`src/rtl/next_fit_heap_allocator_core_macros.svh`:
```
// ----------------------------------------------------------------------------
// next_fit_heap_allocator_core_macros
// assertion macros used by the allocator core
// ----------------------------------------------------------------------------
`ifndef NEXT_FIT_HEAP_ALLOCATOR_CORE_MACROS_SVH
`define NEXT_FIT_HEAP_ALLOCATOR_CORE_MACROS_SVH

`ifndef ASSERT_OFF

// same-cycle implication
`define NFA_ASSERT_NOW(lbl, clk, rst_n, ante, cons, msg) \
	lbl: assert property (@(posedge clk) disable iff (!rst_n) (ante) |-> (cons)) \
		else $error(msg);

// next-cycle implication
`define NFA_ASSERT_NEXT(lbl, clk, rst_n, ante, cons, msg) \
	lbl: assert property (@(posedge clk) disable iff (!rst_n) (ante) |=> (cons)) \
		else $error(msg);

`else

`define NFA_ASSERT_NOW(lbl, clk, rst_n, ante, cons, msg)
`define NFA_ASSERT_NEXT(lbl, clk, rst_n, ante, cons, msg)

`endif

`endif

```
`src/rtl/nfa_pkg.sv`:
```
// ----------------------------------------------------------------------------
// nfa_pkg
// shared types and constants of the next-fit heap allocator
// ----------------------------------------------------------------------------
`default_nettype none

package nfa_pkg;

	localparam int WORD_BYTES  = 4;
	localparam int DWORD_BYTES = 8;
	localparam int MIN_BLOCK   = 16;
	localparam int FLAG_BITS   = 7;
	localparam int PRO_TAG     = 9;
	localparam int EPI_TAG     = 1;
	localparam int LAYOUT_END  = 16;
	localparam int FIRST_BP    = 8;
	localparam int MIN_CHUNK   = 8;

	localparam logic [1:0] ST_OK   = 2'd0;
	localparam logic [1:0] ST_ZERO = 2'd1;
	localparam logic [1:0] ST_OOM  = 2'd2;

	typedef enum logic [5:0] {
		U_NOP, U_ACCEPT, U_F_RD, U_F_SZ, U_F_SET, U_WR_HDR, U_WR_FTR, U_WR_EPI,
		U_LAY0, U_LAY1, U_LAY2, U_LAY3, U_GSZ_CHUNK, U_GSZ_EXT, U_GROW0,
		U_M0, U_M1, U_M2, U_M3, U_M4, U_M5, U_MA0, U_MB0, U_MB1, U_MC0, U_MC1,
		U_ROV, U_S_INIT, U_S_RD, U_S_EV, U_P_RD, U_P_EV, U_P_S1, U_P_S2, U_P_S3,
		U_P_W1, U_OUT_FREE, U_OUT_ZERO, U_OUT_OOM, U_OUT_BP
	} uop_t;

	typedef struct packed {
		uop_t uop;
	} cmd_t;

	typedef struct packed {
		logic op_free;
		logic addr_null;
		logic init;
		logic req_zero;
		logic gfail;
		logic pa;
		logic na;
		logic s_found;
		logic s_end;
		logic phase;
		logic split;
		logic out_busy;
	} stat_t;

endpackage

`default_nettype wire

```
`src/rtl/nfa_ctrl.sv`:
```
// ----------------------------------------------------------------------------
// nfa_ctrl
// sequencer for layout, search, grow, merge and placement
// ----------------------------------------------------------------------------
`default_nettype none

module nfa_ctrl (
	input  wire            clk,
	input  wire            arst_n,
	input  wire            s_tvalid,
	output logic           s_tready,
	input  nfa_pkg::stat_t stat,
	output nfa_pkg::cmd_t  cmd
);

	typedef enum logic [43:0] {
		S_IDLE   = 44'd1 << 0,  S_DISP   = 44'd1 << 1,  S_F_RD   = 44'd1 << 2,
		S_F_SZ   = 44'd1 << 3,  S_F_SET  = 44'd1 << 4,  S_F_WF   = 44'd1 << 5,
		S_LAY0   = 44'd1 << 6,  S_LAY1   = 44'd1 << 7,  S_LAY2   = 44'd1 << 8,
		S_LAY3   = 44'd1 << 9,  S_LAY_G  = 44'd1 << 10, S_A_CHK  = 44'd1 << 11,
		S_A_GSZ  = 44'd1 << 12, S_G_CHK  = 44'd1 << 13, S_G_0    = 44'd1 << 14,
		S_G_WH   = 44'd1 << 15, S_G_WF   = 44'd1 << 16, S_G_WE   = 44'd1 << 17,
		S_M_0    = 44'd1 << 18, S_M_1    = 44'd1 << 19, S_M_2    = 44'd1 << 20,
		S_M_3    = 44'd1 << 21, S_M_4    = 44'd1 << 22, S_M_5    = 44'd1 << 23,
		S_M_A0   = 44'd1 << 24, S_M_A1   = 44'd1 << 25, S_M_B0   = 44'd1 << 26,
		S_M_B1   = 44'd1 << 27, S_M_C0   = 44'd1 << 28, S_M_C1   = 44'd1 << 29,
		S_M_ROV  = 44'd1 << 30, S_S_INIT = 44'd1 << 31, S_S_RD   = 44'd1 << 32,
		S_S_EV   = 44'd1 << 33, S_P_RD   = 44'd1 << 34, S_P_EV   = 44'd1 << 35,
		S_P_S1   = 44'd1 << 36, S_P_S2   = 44'd1 << 37, S_P_S3   = 44'd1 << 38,
		S_P_W1   = 44'd1 << 39, S_O_FREE = 44'd1 << 40, S_O_ZERO = 44'd1 << 41,
		S_O_OOM  = 44'd1 << 42, S_O_BP   = 44'd1 << 43
	} state_t;

	state_t state_q, state_d;
	logic   in_grow_q, in_grow_d, in_layout_q, in_layout_d;
	state_t lay_ret, merge_ret;

	assign lay_ret = stat.op_free ? S_F_SET : S_A_CHK;

	always_comb begin
		if (!in_grow_q) begin
			merge_ret = S_O_FREE;
		end else if (in_layout_q) begin
			merge_ret = lay_ret;
		end else begin
			merge_ret = S_P_RD;
		end
	end

	always_comb begin
		state_d     = state_q;
		in_grow_d   = in_grow_q;
		in_layout_d = in_layout_q;
		cmd.uop     = nfa_pkg::U_NOP;
		s_tready    = 1'b0;
		unique case (state_q)
			S_IDLE: begin
				s_tready = 1'b1;
				if (s_tvalid) begin
					cmd.uop     = nfa_pkg::U_ACCEPT;
					in_grow_d   = 1'b0;
					in_layout_d = 1'b0;
					state_d     = S_DISP;
				end
			end
			S_DISP: begin
				if (stat.op_free) begin
					state_d = S_F_RD;
				end else begin
					state_d = stat.init ? S_A_CHK : S_LAY0;
				end
			end
			S_F_RD: begin
				if (stat.addr_null) begin
					state_d = S_O_FREE;
				end else begin
					cmd.uop = nfa_pkg::U_F_RD;
					state_d = S_F_SZ;
				end
			end
			S_F_SZ: begin
				cmd.uop = nfa_pkg::U_F_SZ;
				state_d = stat.init ? S_F_SET : S_LAY0;
			end
			S_F_SET: begin
				cmd.uop = nfa_pkg::U_F_SET;
				state_d = S_F_WF;
			end
			S_F_WF: begin
				cmd.uop = nfa_pkg::U_WR_FTR;
				state_d = S_M_0;
			end
			S_LAY0: begin
				cmd.uop     = nfa_pkg::U_LAY0;
				in_layout_d = 1'b1;
				state_d     = S_LAY1;
			end
			S_LAY1: begin
				cmd.uop = nfa_pkg::U_LAY1;
				state_d = S_LAY2;
			end
			S_LAY2: begin
				cmd.uop = nfa_pkg::U_LAY2;
				state_d = S_LAY3;
			end
			S_LAY3: begin
				cmd.uop = nfa_pkg::U_LAY3;
				state_d = S_LAY_G;
			end
			S_LAY_G: begin
				cmd.uop   = nfa_pkg::U_GSZ_CHUNK;
				in_grow_d = 1'b1;
				state_d   = S_G_CHK;
			end
			S_A_CHK: begin
				state_d = stat.req_zero ? S_O_ZERO : S_S_INIT;
			end
			S_A_GSZ: begin
				cmd.uop   = nfa_pkg::U_GSZ_EXT;
				in_grow_d = 1'b1;
				state_d   = S_G_CHK;
			end
			S_G_CHK: begin
				if (stat.gfail) begin
					in_grow_d   = 1'b0;
					in_layout_d = 1'b0;
					state_d     = in_layout_q ? lay_ret : S_O_OOM;
				end else begin
					state_d = S_G_0;
				end
			end
			S_G_0: begin
				cmd.uop = nfa_pkg::U_GROW0;
				state_d = S_G_WH;
			end
			S_G_WH: begin
				cmd.uop = nfa_pkg::U_WR_HDR;
				state_d = S_G_WF;
			end
			S_G_WF: begin
				cmd.uop = nfa_pkg::U_WR_FTR;
				state_d = S_G_WE;
			end
			S_G_WE: begin
				cmd.uop = nfa_pkg::U_WR_EPI;
				state_d = S_M_0;
			end
			S_M_0: begin
				cmd.uop = nfa_pkg::U_M0;
				state_d = S_M_1;
			end
			S_M_1: begin
				cmd.uop = nfa_pkg::U_M1;
				state_d = S_M_2;
			end
			S_M_2: begin
				cmd.uop = nfa_pkg::U_M2;
				state_d = S_M_3;
			end
			S_M_3: begin
				cmd.uop = nfa_pkg::U_M3;
				state_d = S_M_4;
			end
			S_M_4: begin
				cmd.uop = nfa_pkg::U_M4;
				state_d = S_M_5;
			end
			S_M_5: begin
				cmd.uop = nfa_pkg::U_M5;
				// four coalescing cases
				if (stat.pa && stat.na) begin
					in_grow_d   = 1'b0;
					in_layout_d = 1'b0;
					state_d     = merge_ret;
				end else if (stat.pa) begin
					state_d = S_M_A0;
				end else if (stat.na) begin
					state_d = S_M_B0;
				end else begin
					state_d = S_M_C0;
				end
			end
			S_M_A0: begin
				cmd.uop = nfa_pkg::U_MA0;
				state_d = S_M_A1;
			end
			S_M_A1: begin
				cmd.uop = nfa_pkg::U_WR_FTR;
				state_d = S_M_ROV;
			end
			S_M_B0: begin
				cmd.uop = nfa_pkg::U_MB0;
				state_d = S_M_B1;
			end
			S_M_B1: begin
				cmd.uop = nfa_pkg::U_MB1;
				state_d = S_M_ROV;
			end
			S_M_C0: begin
				cmd.uop = nfa_pkg::U_MC0;
				state_d = S_M_C1;
			end
			S_M_C1: begin
				cmd.uop = nfa_pkg::U_MC1;
				state_d = S_M_ROV;
			end
			S_M_ROV: begin
				cmd.uop     = nfa_pkg::U_ROV;
				in_grow_d   = 1'b0;
				in_layout_d = 1'b0;
				state_d     = merge_ret;
			end
			S_S_INIT: begin
				cmd.uop = nfa_pkg::U_S_INIT;
				state_d = S_S_RD;
			end
			S_S_RD: begin
				cmd.uop = nfa_pkg::U_S_RD;
				state_d = S_S_EV;
			end
			S_S_EV: begin
				cmd.uop = nfa_pkg::U_S_EV;
				if (stat.s_found) begin
					state_d = S_P_RD;
				end else if (stat.s_end && stat.phase) begin
					state_d = S_A_GSZ;
				end else begin
					state_d = S_S_RD;
				end
			end
			S_P_RD: begin
				cmd.uop = nfa_pkg::U_P_RD;
				state_d = S_P_EV;
			end
			S_P_EV: begin
				cmd.uop = nfa_pkg::U_P_EV;
				state_d = stat.split ? S_P_S1 : S_P_W1;
			end
			S_P_S1: begin
				cmd.uop = nfa_pkg::U_P_S1;
				state_d = S_P_S2;
			end
			S_P_S2: begin
				cmd.uop = nfa_pkg::U_P_S2;
				state_d = S_P_S3;
			end
			S_P_S3: begin
				cmd.uop = nfa_pkg::U_P_S3;
				state_d = S_O_BP;
			end
			S_P_W1: begin
				cmd.uop = nfa_pkg::U_P_W1;
				state_d = S_O_BP;
			end
			S_O_FREE: begin
				if (!stat.out_busy) begin
					cmd.uop = nfa_pkg::U_OUT_FREE;
					state_d = S_IDLE;
				end
			end
			S_O_ZERO: begin
				if (!stat.out_busy) begin
					cmd.uop = nfa_pkg::U_OUT_ZERO;
					state_d = S_IDLE;
				end
			end
			S_O_OOM: begin
				if (!stat.out_busy) begin
					cmd.uop = nfa_pkg::U_OUT_OOM;
					state_d = S_IDLE;
				end
			end
			S_O_BP: begin
				if (!stat.out_busy) begin
					cmd.uop = nfa_pkg::U_OUT_BP;
					state_d = S_IDLE;
				end
			end
			default: state_d = S_IDLE;
		endcase
	end

	always_ff @(posedge clk or negedge arst_n) begin
		if (!arst_n) begin
			state_q     <= S_IDLE;
			in_grow_q   <= 1'b0;
			in_layout_q <= 1'b0;
		end else begin
			state_q     <= state_d;
			in_grow_q   <= in_grow_d;
			in_layout_q <= in_layout_d;
		end
	end

endmodule

`default_nettype wire

```
`config.mk`:
```
export PLATFORM = sky130hd
export DESIGN_NAME = nfa_ctrl
export DESIGN_NICKNAME = d
export VERILOG_FILES = /design/src/rtl/next_fit_heap_allocator_core_macros.svh /design/src/rtl/nfa_pkg.sv /design/src/rtl/nfa_ctrl.sv
export SDC_FILE = /design/constraint.sdc
export NUM_CORES = 1
export LEC_CHECK = 0
export BUFFER_PORTS_ARGS = -buffer_cell sky130_fd_sc_hd__buf_2
export CORE_MARGIN = 2
export CORE_UTILIZATION = 35
export CTS_CLUSTER_DIAMETER = 30
export DETAILED_ROUTE_END_ITERATION = 10
export PLACE_DENSITY = 0.62
export SLEW_MARGIN = 20
export SYNTH_ARGS = -nofsm -noshare
export SYNTH_HDL_FRONTEND = slang
export SYNTH_SLANG_ARGS = --single-unit
```
`constraint.sdc`:
```
create_clock -name clk -period 2.8 [get_ports clk]
set_clock_uncertainty 0.1 [all_clocks]
set_input_delay 0.28 -clock clk [delete_from_list [all_inputs] [get_ports clk]]
set_output_delay 0.28 -clock clk [all_outputs]
set_load 0.05 [all_outputs]
```
---- Word level (Yosys, flattened, before mapping) ----
Index checks and enable logic that the tools add are counted.
storage, ports and cells
  logic and storage cells ................. 96
  output and inout port bits .............. 7
  flip-flop bits (word level) ............. 46
operators by class
  reductions and logical operators ........ 13
  eq/ne operators ......................... 48
  muxes and demuxes ....................... 32
operators with widths
  kind                    number
  $pmux W44 S36           1
  $pmux W6 S39            1
  $mux W44                4
  $mux W43                2
  $mux W35                2
  $mux W29                2
  $eq A44 B1 Y1 const B   1
  $eq A44 B10 Y1 const B  1
  $eq A44 B11 Y1 const B  1
  $eq A44 B12 Y1 const B  1
  $eq A44 B13 Y1 const B  1
  $eq A44 B14 Y1 const B  1
  $eq A44 B15 Y1 const B  1
  $eq A44 B16 Y1 const B  1
  $eq A44 B17 Y1 const B  1
  $eq A44 B18 Y1 const B  1
  $eq A44 B19 Y1 const B  1
  $eq A44 B2 Y1 const B   1
  $eq A44 B20 Y1 const B  1
  $eq A44 B21 Y1 const B  1
  $eq A44 B22 Y1 const B  1
  $eq A44 B23 Y1 const B  1
  $eq A44 B24 Y1 const B  1
  $eq A44 B25 Y1 const B  1
  other kinds (44)        63

---- Depth between registers and ports, before layout ----
Gate-level depths: netlist (run 1).
  depth after elaboration ................. 5
  depth in mapped cells ................... 9
  mapped depth without buffers ............ 8

---- Worst setup path after synthesis (run 1) ----
Ideal clock, no wire load.
  kind .................................... reg-to-output
  start point ............................. register state_q[32]
  end point ............................... output port cmd[0] (netlist bit)
  path slack .............................. -0.592 ns
  arrival time ............................ 3.012 ns
  buffers on the path ..................... 0
  stages on the path, launching flop included .. 7
  data required time ...................... 2.420 ns
  path through ............................ dfrtp_1 > nor4_2 > nand4_2 > nor4_2 > and2_1 > or4_1 > a2111o_1
RTL lines
  item                      RTL line         text
  start: declaration        nfa_ctrl.sv:34   state_t state_q, state_d;
  start signal: assignment  nfa_ctrl.sv:289  state_q <= state_d;
  end: declaration          nfa_ctrl.sv:13   output nfa_pkg::cmd_t cmd

==> results of run 1 <==
-- routing by layer --
layer | share of wire, % | vias up | GRT usage [%]
li1 | - | 1495 | -
met1 | 41 | 1598 | 30.8
met2 | 51 | 145 | 39.9
met3 | 5.6 | 21 | 4.19
met4 | 2.5 | 0 | 7.75
met5 | 0 | - | 0
-- path summary, 6_finish.rpt --
| path | startpoint | end | slack [ns] | cells past startpoint |
|---|---|---|---|---|
| setup / recovery | state_q[1] | cmd[0] | -0.31 | 7 |
| hold / removal | stat[1] | state_q[39] | 0.02 | 2 |
| setup reg to reg | state_q[20] | state_q[0] | 0.10 | 10 |
| hold reg to reg | in_layout_q | state_q[34] | 0.45 | 1 |
| max in group asynchronous | arst_n | state_q[2] | 1.76 | 2 |
| min in group asynchronous | arst_n | in_grow_q | 0.41 | 2 |
-- flip-flops by register name (all words and copies together) (netlist names) --
signal,cells
in_layout_q,1
state_q,44
in_grow_q,1
-- cell usage after synthesis (all sizes together), types with 7 or more instances --
| master | number | area (um2) |
|---|---|---|
| xor2 | 7 | 61.3 |
| nor4 | 28 | 243 |
| xnor2 | 9 | 78.8 |
| nor3b | 10 | 95.1 |
| o21ai | 9 | 45.0 |
| nand2 | 20 | 75.1 |
| nand3b | 8 | 60.1 |
| nor2b | 7 | 43.8 |
| nand4 | 13 | 100 |
| dfrtp | 45 | 1130 |
| nor4b | 10 | 93.8 |
| nand3 | 15 | 80.1 |
| nor3 | 15 | 90.1 |
| or4 | 7 | 60.1 |
| and2 | 7 | 43.8 |
| nor2 | 23 | 86.3 |
-- power groups by stage --
stage / sequential [mW] / combinational (mW) / clock, mW
after floorplan: 0.726 / 0.511 / 0
after global placement: 0.726 / 0.832 / 0
after detailed placement: 0.727 / 0.847 / 0
after CTS: 0.716 / 1.09 / 0.493
after global routing: 0.721 / 1.39 / 0.528
final: 0.718 / 1.31 / 0.492
-- cell families after synthesis --
kind of cell,after synthesis,share of synthesized area (%)
flip-flops,46,38.6
buffers and inverters,18,2.72
XOR/XNOR,16,4.69
AO/OA/AOI/OAI,41,10.1
AND/OR/NAND/NOR,194,43.9
-- metrics by stage --
step	TNS, ns	power [mW]	instances	hold slack [ns]	utilization, %
finish	-1.18	2.52	559	0.0180	56.5
global placement	-0.434	1.56	518	0.348	46.7
floorplan	-0.00638	1.24	315	-0.116	-
global route	-1.70	2.64	559	0.0185	56.5
CTS	-0.797	2.30	548	0.0215	53.6
detailed placement	-0.520	1.57	518	0.349	46.7
-- repair_timing --
item                                   4_1_cts  5_1_grt
pin swaps                                   20       14
hold buffers                                 0        1
setup endpoints to repair                    6       11
gates resized for setup                     54       30
setup buffers                               24       11
endpoints found under the hold margin        0       45
-- final cells by class --
class | count | area (um2)
Inverter | 6 | 22.5
Tap cell | 105 | 131
Sequential cell | 46 | 1150
Timing Repair Buffer | 143 | 1120
Multi-Input combinational cell | 251 | 2130
Fill cell | 711 | 3590
Clock buffer | 8 | 110
-- critical path, stage by stage (launching register included) --
cell,delay [ns]
dfrtp_1,0.41
or4_4,0.53
or3_4,0.35
or4_4,0.45
nor3b_4,0.26
or4_4,0.16
a2111o_2,0.12
buf_8,0.14
==> impl_metrics.ini, run 1 <==
[critical_path]
crit_type = reg -> out
worst-path-max-fanout = 3
cp.arrival_ns = 2.73
required_ns = 2.42
critPathLaunchType = flip-flop
cp-end-kind = output pin

[sta]
period_minus_slack_ns = 3.11
setup_viol = 5
slew_violations = 0
post-route-period-util_pct = 111
rsz0062_at_grt = true
tightest_slew_ns = 0.689
finalHoldViolCount = 0
max_freq_mhz = 321
fin_ws_ns = -0.313
slew-limit-headroom_pct = 53.5

[die]
die_h_um = 96.4
start_util_pct = 36.2
io_pins = 22
core_um2 = 8260
die_x_um = 96.4
rows = 33
die_area_um2 = 9300

[finish]
final_common_cell = buf_4
most-common-layout-cells = 113 x buf_4, 44 x dfrtp_1, 22 x nor2_1
layout.nets = 468
diodes = 0
area_growth_syn_to_layout_pct = 56.1
fin_area_um2 = 4670
drive_gt1_share_pct = 47.6

[yosys]
synth.distinct_cells = 61
yosys_warnings = 0
synth-main-ff-cell = dfrtp_1
synth_edf_count = 0
ys_async_sr_fraction_pct = 100
syn_inst = 315
avgSynthCellArea_um2 = 9.49
syn_nets = 330
synth_area_um2 = 2990
ys_ff_latch = 46
ys_seq_area_share_pct = 38.6

[status]
outcome = finished with violations
violations = setup timing

[global_route]
grt_pass1_wl_um = 16500
grtUsageTotal_pct = 23.6
grt_pass1_vias = 3219
grt_max_degree = 47
overflow = 0
antenna_found_initial = 0

[routing]
vias = 3259
via_per_inst = 5.83
wl_per_cell_um = 18.8
antenna_left = 0
drt_first_pass_iters = 5
drt_iter0_markers = 243
totalWireLength_um = 10500
drc = 0

[clock_network]
cts_root_buf = clkbuf_8
clk_path_buf_depth = 2
cts_tree = built
clk_latency_ns = 0.31
htreeDepth = 2
cts.sinks = 46
cts.clk_slew.worst_paths_ns = 0.09
cts_made_buffers = 5

[run]
drv_cap = 0

[placement]
pre_cts_slack_ns = -0.169
hpwl_um = 7510
port_buffers = 21
post_dp_cell_area_um2 = 3860
place_congestion = 0.972

[power]
irDropWorstVdd_v = 0.000268
p_sw_share_pct = 36.4
combPwrFrac_pct = 51.9
power_frac_clock_pct = 19.5
p_per_area_nw_per_um2 = 540
p_sw_mw = 0.915
p_int_mw = 1.60
p_leak_nw = 2.28
p_seq_share_pct = 28.5

[min_path]
hp-class = in -> reg
(Power assumes the default switching activity.)
==> run 2: changes to the inputs <==
CAP_MARGIN = 15   (was default)
PLACE_DENSITY = 0.52   (was 0.62)
==> run 2 against run 1 <==
The run still ends with setup timing left. Maximum frequency up 2.3%. Non-clock buffer count down 3. Die area unchanged. Critical path depth up 4. First-iteration DRC count down 18%. Final cell count down 0.54%. Core utilization down 2.4 points. Flip-flop and latch count unchanged.
==> impl_metrics.ini, run 2 (synthesized netlist as in run 1, its figures left out) <==
[status]
outcome = finished with violations
violations = setup timing

[die]
start_util_pct = 36.2
rows = 33
die_area_um2 = 9300
core_um2 = 8260
io_pins = 22
die_h_um = 96.4
die_x_um = 96.4

[clock_network]
cts_tree = built
cts.clk_slew.worst_paths_ns = 0.09
clk_path_buf_depth = 2
cts_root_buf = clkbuf_8
cts_made_buffers = 5
htreeDepth = 2
clk_latency_ns = 0.31
cts.sinks = 46

[routing]
vias = 3190
antenna_left = 0
wl_per_cell_um = 18.7
drt_iter0_markers = 200
totalWireLength_um = 10400
via_per_inst = 5.74
drc = 0
drt_first_pass_iters = 5

[finish]
diodes = 0
final_common_cell = buf_4
largest_reg_flops = 44
most-common-layout-cells = 111 x buf_4, 43 x dfrtp_1, 22 x nor2_1
area_growth_syn_to_layout_pct = 49.6
reg_top3 = state_q: 44 flops, in_grow_q: 1 flops, in_layout_q: 1 flops
layout.nets = 465
fin_util_pct = 54.1
drive_gt1_share_pct = 43.5
regMostFlops = state_q

[sta]
period_minus_slack_ns = 3.04
tightest_slew_ns = 0.780
rsz0062_at_grt = true
max_freq_mhz = 329
fin_ws_ns = -0.242
slew_violations = 0
setup_viol = 4
finalHoldViolCount = 0
post-route-period-util_pct = 109
whs_ns = 0.0356
slew-limit-headroom_pct = 47.9

[placement]
place_congestion = 0.920
port_buffers = 21
hpwl_um = 7810

[critical_path]
worst-path-max-fanout = 5
r2r_end = state_q[11]
regToRegStartpoint = state_q[28]
endpoint = cmd[0]
critPathLaunchType = flip-flop
required_ns = 2.42
cp.arrival_ns = 2.66
crit_path_start = state_q[43]
reg2reg_slack_ns = 0.15
crit_type = reg -> out
rr_worst_depth = 8
cp-end-kind = output pin

[min_path]
hp-class = in -> reg

[power]
fin_total_pwr_mw = 2.26
p_leak_nw = 2.21
p_per_area_nw_per_um2 = 506
irDropWorstVdd_v = 0.000356

[run]
drv_cap = 0

[global_route]
grt_pass1_wl_um = 15500
antenna_found_initial = 0
grt_pass1_vias = 2984
grt_max_degree = 25
overflow = 0
grtUsageTotal_pct = 22.1
## run 2: where the power goes
part           switching [mW]  total (mW)  internal [mW]
clock                   0.238       0.440          0.202
sequential             0.0271       0.719          0.692
combinational           0.572        1.10          0.531
## run 2: timing repair
item	in CTS	in global routing
gates resized for setup	23	36
gates cloned	0	1
setup buffers	10	13
setup endpoints to repair	6	7
hold buffers	1	0
pin swaps	6	15
hold endpoints to repair	22	0
## run 2: through the flow
| step | cell area (um2) | worst slack [ns] | std cells | TNS, ns |
|---|---|---|---|---|
| floorplan | 3020 | -0.00638 | 315 | -0.00638 |
| global placement | 3900 | -0.244 | 523 | -0.495 |
| detailed placement | 3900 | -0.169 | 523 | -0.352 |
| CTS | 4180 | -0.184 | 542 | -0.848 |
| global route | 4470 | -0.322 | 556 | -1.14 |
| finish | 4470 | -0.242 | 556 | -0.717 |
## run 2: worst min path at each step
stage,from,endpoint,depth (start not counted)
final,stat[1],state_q[39],2
after CTS,stat[1],state_q[39],2
after global routing,stat[1],state_q[39],2
after floorplan,arst_n,in_grow_q,0
after global placement,arst_n,state_q[9],1
after detailed placement,arst_n,state_q[9],1
## run 2: final cells by class
class	instances	area, um2
fill	772	3790
tap	105	131
sequential	46	1150
clock buffer	8	90.1
multi-input combinational	251	2000
inverter	6	22.5
timing repair buffer	140	1070
## run 2: critical path, stage by stage, from the launching register on
cell	delay (ns)
dfrtp_1	0.41
nor4_4	0.06
buf_4	0.15
buf_4	0.14
nand4_4	0.14
buf_6	0.13
nor3_2	0.05
buf_4	0.16
a22o_1	0.22
a211o_1	0.28
a2111o_2	0.46
buf_8	0.16
## run 2: metal layers
| layer | part of all wire [%] | GRT usage, % |
|---|---|---|
| met4 | 1.5 | 6.46 |
| met3 | 3.9 | 3.18 |
| met5 | 0 | 0 |
| met2 | 48 | 35.5 |
| met1 | 47 | 31.1 |
